===== src/design/sur_pkg.sv =====
// Package for the sound unit register file: sizes, offset map, command codes,
// the decoded access struct and the address decoder.
// No dependencies.
package sur_pkg;

    // Sizing
    localparam int VOICE_COUNT = 24;
    localparam int RAM_BYTES   = 524288;   // must be a power of two
    localparam int RAM_HALVES  = RAM_BYTES / 2;
    localparam int PTR_W       = $clog2(RAM_BYTES);
    localparam int RAM_AW      = PTR_W - 1;
    localparam int VOICE_REGS  = VOICE_COUNT * 8;
    localparam int VOICE_AW    = $clog2(VOICE_REGS);
    localparam int FLAG_SETS   = 6;
    localparam int FLAG_SET_W  = $clog2(FLAG_SETS);
    localparam int CTRL_REGS   = 32;
    localparam int CTRL_AW     = $clog2(CTRL_REGS);
    localparam int DATA_W      = 16;
    localparam int OFF_W       = 10;
    localparam int CMD_W       = 2;

    // Offset map
    localparam logic [OFF_W-1:0] OFF_CTRL_BASE    = 10'h180;
    localparam logic [OFF_W-1:0] OFF_CTRL_LO_END  = 10'h186;
    localparam logic [OFF_W-1:0] OFF_FLAG_BASE    = 10'h188;
    localparam logic [OFF_W-1:0] OFF_FLAG_END     = 10'h1A0;
    localparam logic [OFF_W-1:0] OFF_CTRL_HI_BASE = 10'h1A2;
    localparam logic [OFF_W-1:0] OFF_XFER_ADDR    = 10'h1A6;
    localparam logic [OFF_W-1:0] OFF_FIFO         = 10'h1A8;
    localparam logic [OFF_W-1:0] OFF_STATUS       = 10'h1AE;
    localparam logic [OFF_W-1:0] OFF_CTRL_HI_END  = 10'h1BA;

    typedef enum logic [CMD_W-1:0] {
        CMD_REG_READ  = 2'd0,
        CMD_REG_WRITE = 2'd1,
        CMD_XFER_READ = 2'd2,
        CMD_NONE      = 2'd3
    } t_command;

    // Where a read result comes from
    typedef enum logic [1:0] {
        SRC_DIRECT,
        SRC_VOICE,
        SRC_RAM
    } t_source;

    typedef struct packed {
        logic                  voice_wr;
        logic                  voice_rd;
        logic [VOICE_AW-1:0]   voice_idx;
        logic                  ctrl_wr;
        logic                  ctrl_rd;
        logic [CTRL_AW-1:0]    ctrl_idx;
        logic                  flag_wr;
        logic                  flag_rd;
        logic [FLAG_SET_W-1:0] flag_set;
        logic                  flag_high;
        logic                  fifo_wr;
        logic                  xfer_rd;
        logic                  xfer_addr_wr;
    } t_access;

    // Decode one request into enables and indexes
    function automatic t_access decode_access(input logic [CMD_W-1:0] cmd,
                                              input logic [OFF_W-1:0] off);
        t_access          acc;
        logic             is_rd;
        logic             is_wr;
        logic             even;
        logic             voice_hit;
        logic             flag_hit;
        logic             ctrl_ok;
        logic [OFF_W-1:0] flag_rel;
        acc       = '0;
        is_rd     = (t_command'(cmd) == CMD_REG_READ);
        is_wr     = (t_command'(cmd) == CMD_REG_WRITE);
        even      = !off[0];
        voice_hit = (off < OFF_CTRL_BASE) && even && (off[9:4] < 6'(VOICE_COUNT));
        flag_hit  = (off >= OFF_FLAG_BASE) && (off < OFF_FLAG_END) && even;
        ctrl_ok   = even && (((off >= OFF_CTRL_BASE) && (off <= OFF_CTRL_LO_END)) ||
                             ((off >= OFF_CTRL_HI_BASE) && (off <= OFF_CTRL_HI_END)));
        flag_rel  = off - OFF_FLAG_BASE;

        acc.voice_idx    = VOICE_AW'(off[8:1]);
        acc.voice_wr     = is_wr && voice_hit;
        acc.voice_rd     = is_rd && voice_hit;
        acc.ctrl_idx     = off[5:1];
        acc.ctrl_rd      = is_rd && ctrl_ok;
        acc.ctrl_wr      = is_wr && ctrl_ok && (off != OFF_FIFO) && (off != OFF_STATUS);
        acc.flag_set     = FLAG_SET_W'(flag_rel[4:2]);
        acc.flag_high    = off[1];
        acc.flag_wr      = is_wr && flag_hit;
        acc.flag_rd      = is_rd && flag_hit;
        acc.fifo_wr      = is_wr && (off == OFF_FIFO);
        acc.xfer_addr_wr = is_wr && (off == OFF_XFER_ADDR);
        acc.xfer_rd      = (t_command'(cmd) == CMD_XFER_READ);
        return acc;
    endfunction

endpackage


===== src/design/sur_ctrl_regs.sv =====
// Plain control halfwords and the six per-voice flag sets.
// Depends on sur_pkg.
module sur_ctrl_regs (
    input  logic                   i_clk,
    input  logic                   i_rst_n,
    input  sur_pkg::t_access       i_acc,
    input  logic [15:0]            i_wdata,
    output logic [15:0]            o_rd_data
);
    import sur_pkg::*;

    logic [DATA_W-1:0]      r_ctrl  [CTRL_REGS];
    logic [VOICE_COUNT-1:0] r_flags [FLAG_SETS];
    logic [31:0]            wr_bits;
    logic [31:0]            flag_word;
    logic                   set_ok;

    assign set_ok    = (i_acc.flag_set < FLAG_SET_W'(FLAG_SETS - 1)) ||
                       (i_acc.flag_set == FLAG_SET_W'(FLAG_SETS - 1));
    assign wr_bits   = i_acc.flag_high ? {i_wdata, 16'h0000} : {16'h0000, i_wdata};
    assign flag_word = set_ok ? 32'(r_flags[i_acc.flag_set]) : '0;

    // Update control halfwords; flag writes only set bits, those past the last voice drop
    always_ff @(posedge i_clk) begin
        if (!i_rst_n) begin
            for (int i = 0; i < CTRL_REGS; i++) begin
                r_ctrl[i] <= '0;
            end
            for (int k = 0; k < FLAG_SETS; k++) begin
                r_flags[k] <= '0;
            end
        end else begin
            if (i_acc.ctrl_wr) begin
                r_ctrl[i_acc.ctrl_idx] <= i_wdata;
            end
            if (i_acc.flag_wr && set_ok) begin
                r_flags[i_acc.flag_set] <= r_flags[i_acc.flag_set] |
                                           VOICE_COUNT'(wr_bits);
            end
        end
    end

    // Select the read halfword; unmapped addresses read zero
    always_comb begin
        o_rd_data = '0;
        if (i_acc.ctrl_rd) begin
            o_rd_data = r_ctrl[i_acc.ctrl_idx];
        end else if (i_acc.flag_rd) begin
            o_rd_data = i_acc.flag_high ? flag_word[31:16] : flag_word[15:0];
        end
    end

endmodule


===== config.mk =====
export PLATFORM = sky130hd
export DESIGN_NAME = sur_ctrl_regs
export DESIGN_NICKNAME = d
export VERILOG_FILES = /design/src/design/sur_pkg.sv /design/src/design/sur_ctrl_regs.sv
export SDC_FILE = /design/constraint.sdc
export NUM_CORES = 1
export LEC_CHECK = 0
export ABC_AREA = 1
export ABC_CLOCK_PERIOD_IN_PS = 4200
export BUFFER_PORTS_ARGS = -buffer_cell sky130_fd_sc_hd__buf_4
export CAP_MARGIN = 20
export CORE_UTILIZATION = 40
export DETAILED_ROUTE_END_ITERATION = 6
export PLACE_DENSITY = 0.58
export REMOVE_ABC_BUFFERS = 1
export SYNTH_ARGS = -nofsm -noshare
export SYNTH_HDL_FRONTEND = slang
export SYNTH_SLANG_ARGS = --single-unit

===== constraint.sdc =====
create_clock -name i_clk -period 4.2 [get_ports i_clk]
set_input_delay 0.84 -clock i_clk [delete_from_list [all_inputs] [get_ports i_clk]]
set_output_delay 0.84 -clock i_clk [all_outputs]
set_load 0.02 [all_outputs]

# Yosys cells after proc, flatten, opt, wreduce, memory -nomap -nowiden
# Memory sizes are Yosys's and may differ from the RTL's.
# Index checks and enable logic that the tools add are counted.
# classes
muxes	18
bitwise_logic	1
order_cmp	1
n_reduce_logical	4
eq_ne	1
# ops
op	count
2-to-1 mux 24 bit	3
2-to-1 mux 16 bit	4
bitwise OR 24 bit	1
OR reduction 24 bit	1
OR reduction 16 bit	1
2-to-1 mux 1 bit	9
2-to-1 mux 5 bit	1
equality test 3 bit (second input constant)	1
< comparator 3 bit (second input constant)	1
2-to-1 mux 3 bit	1
logical AND 1 bit	1
logical OR 1 bit	1
# word_totals
mem_bits_rw	656
mem_count	2
input_bits	44
reg_bits	0
# mem_list
name	words	word_bits	read_ports	rd_clocked_by_memory_dff	wr	line_no	rtl
r_ctrl	32	16	1	0	32	sur_ctrl_regs.sv:12	logic [DATA_W-1:0] r_ctrl [CTRL_REGS];
r_flags	6	24	1	0	6	sur_ctrl_regs.sv:13	logic [VOICE_COUNT-1:0] r_flags [FLAG_SETS];

# Logic depth before layout (Yosys ltp)
# depth
word_depth	8
depth_mapped	14
depth_no_buf	11

# Worst setup path before layout
# Ideal clock, no wire load.
# synth_path
kind	input -> output
startpoint	input port i_acc[10] (netlist name)
endpoint	output port o_rd_data[7]
path_slack_ns	1.219
stages	12
arrival_ns	2.141
cell_sequence	buf_2 inv_1 buf_2 clkbuf_1 nand2_1 nand2_1 nand2_1 nand2_1 nor2_1 nand2_1 nand2_1 nand2_1
# synth_between
elab_chain_len	2
# synth_lines
item	line_no	rtl
from (decl)	sur_ctrl_regs.sv:6	input sur_pkg::t_access i_acc,
memory (32 x 16 bit)	--	
2-to-1 mux 16 bit	sur_ctrl_regs.sv:46	if (i_acc.ctrl_rd) begin
to (decl)	sur_ctrl_regs.sv:8	output logic [15:0] o_rd_data
# No other way between the ends.

# Worst setup path after layout
# layout_path
startpoint	input port i_acc[9] (netlist name)
endpoint	output port o_rd_data[4]
# The elaborated chain is that of the path after synthesis.

==> flow_metrics.tcl <==
set metrics [dict create \
    fin_crit_sh 0.918 \
    start_util 0.405 \
    post-route-util 0.457 \
    synth.ff_latch_count 704 \
    cts_buffer_depth 3 \
    numPortBuffers 46 \
    swShare 0.243 \
    slowest_stage "nor2_1" \
    cts_inserted_buffers 78 \
    hold_path_class "primary input to flip-flop" \
    grt_max_degree 121 \
    internal-power_uw 12300 \
    synth_top_cell_by_area "edfxtp_1" \
    ctsResizeCount 0 \
    grt-ovfl-total 0 \
    cts_sinks 704 \
    root_buffer "clkbuf_16" \
    slew_viol_final 0 \
    vias_per_cell 4.94 \
    cp-end-kind "output pin" \
    post-route-min-period_ns 3.85 \
    yosys.area.top_type_share 0.647 \
    gp_congestion 0.814 \
    ys.warnings.count 0 \
    die_area_um2 82800 \
    ir_worst_vdd_uv 325 \
    h-tree-depth 3 \
    slew_headroom 0.389 \
    postCtsHoldBufs 0 \
    setup_tns_ns 0 \
    critPathMaxFanout 48 \
    totalWireLength_mm 91.4 \
    insertion_delay_ns 0.63 \
    skew_ns 0.0219 \
    grt_pass1_vias 22300 \
    worstMarginPinSlew_ns 0.915 \
    powerDensity_nw_per_um2 440 \
    ys_top_cells_by_area "edfxtp_1 65%, nand2_1 21%, nor2_1 7.4%" \
    cp.arrival_ns 3.01 \
    grt_usage 0.222 \
    num-nets-final 3742 \
    rsz0062_at_grt "no" \
    clock.fmax_mhz 259 \
    cts_setup_buffers 0 \
    first_pass_iters 7 \
    coreArea_um2 80700 \
    crit_top_cell "nand2_1" \
    final-hold-violation-count 0 \
    crit_required_ns 3.36 \
    maxCapViolCount 0 \
    ant_nets 0 \
    cts.reportedPaths.clkPinSlew_ns 0.06 \
    drive_above_1_share 0.0764 \
    ys_seq_area_frac 0.647 \
    antenna_found_initial 0 \
    postSynthAreaPerCell_um2 8.90 \
    drc 2 \
    cp_top_family "simple AND/OR/NAND/NOR gates" \
    place_hpwl_mm 54.6 \
    critPathLaunchType "primary input" \
    syn_area_um2 32700 \
    leakagePower_uw 0.0162 \
    pwr-share-clk 0.405 \
    grt_pass1_wl_mm 138 \
    ios 60 \
    setup_viol 0 \
    routedWlPerCell_um 19.0 \
    power_frac_seq 0.506 \
    drt-initial-drc-count 2072 \
    outcome "finished, violations left" \
    num_vias 23800 \
    insertedDiodeCount 0 \
    layout_commonest_cell "nand2_1" \
    ys_types 19 \
    cts_tree "built" \
    netlist_instances 3669 \
    max_stage_delay_ns 0.47 \
    final_cell_mix "1821 x nand2_1, 704 x edfxtp_1, 643 x nor2_1" \
    path_class "primary input to output pin" \
    area_growth_pct 12.9 \
    num_rows 104 \
    crit_chain "clkbuf_8 > inv_8 > buf_12 > nand2_1 > nand2_1 > nand2_1 > nand2_1 > nand2_1 > nand2_1 > nor2_1 > nand2_1 > nand2_1 > nand2_1 > buf_4" \
    die_w_um 288 \
    chipHeight_um 288 \
    power_frac_comb 0.089 \
    cp_num_buf_inv 4 \
    violations "design-rule violations" \
    net-switching-power_uw 3950 \
]
## final cells by class
class	count	area, µm²
Multi-Input combinational cell	2690	10400
Tap cell	1060	1330
Fill cell	7788	43800
Inverter	83	322
Sequential cell	704	21100
Clock buffer	95	2060
Timing Repair Buffer	141	1240
Clock inverter	43	348
## power by group through the flow
| stage | Combinational, µW | Sequential, µW | Clock, µW |
|---|---|---|---|
| 6_report | 1440 | 8210 | 6570 |
| 2_1_floorplan | 796 | 8330 | 0 |
| 5_1_grt | 1600 | 8240 | 6930 |
| 3_5_place_dp | 1440 | 8350 | 0 |
| 3_3_place_gp | 1440 | 8340 | 0 |
| 4_1_cts | 1450 | 8210 | 6660 |
## state kept, by name, summed over array words and instances (netlist names)
signal / count
r_ctrl: 512
r_flags: 192
## worst min-delay path: stages
cell	delay (ns)
buf_4	0.11
clkinv_1	0.08
nor2_1	0.05
## per-stage QoR
step                instances  setup WS (ns)  instance area (µm²)  hold WS (ns)  power [µW]
global placement         4678          0.230                34500         0.845        9780
detailed placement       4678          0.199                34500         0.861        9800
finish                   4816          0.346                36900         0.613       16200
global route             4816          0.248                36900         0.627       16800
floorplan                3477         -0.242                31800         0.810        9120
CTS                      4816          0.397                36900         0.591       16300
## per-layer routing
layer / global-route usage / up-vias / wire (µm)
met5: 0 / - / 0
met4: 0.0792 / 0 / 2910
met3: 0.0356 / 147 / 6530
met2: 0.358 / 757 / 42600
met1: 0.303 / 11200 / 39300
li1: - / 11700 / -
## synthesized netlist by cell type
cell,n
nand3_1,122
conb_1,1
nand2_1,1821
a21oi_1,1
nor3_4,4
clkinv_1,8
o21ai_0,24
buf_2,63
nor2_1,643
edfxtp_1,704
o21a_1,1
nor3_1,9
clkbuf_1,158
buf_4,3
nand3b_1,1
inv_2,3
nand2_2,16
buf_1,15
inv_1,72
## logic make-up (layout without fill, tap and decap cells)
family / after synthesis / count (layout) / synth area share
DFF: 704 / 704 / 0.647
and+or+nand+nor: 2616 / 2616 / 0.309
other: 1 / 48 / 0.000115
AOI/OAI and AO/OA: 26 / 26 / 0.00406
buffers and inverters: 322 / 362 / 0.0398
## path summary, 6_finish.rpt
check	start	endpoint	slack, ns	depth (start not counted)
max	i_acc[9]	o_rd_data[4]	0.35	14
min reg2reg	r_flags[2][23]	r_flags[4][23]	0.87	8
min	i_wdata[0]	r_ctrl[11][0]	0.61	3
max reg2reg	r_flags[7][19]	r_flags[6][19]	2.75	8
(Power assumes the default switching activity.)
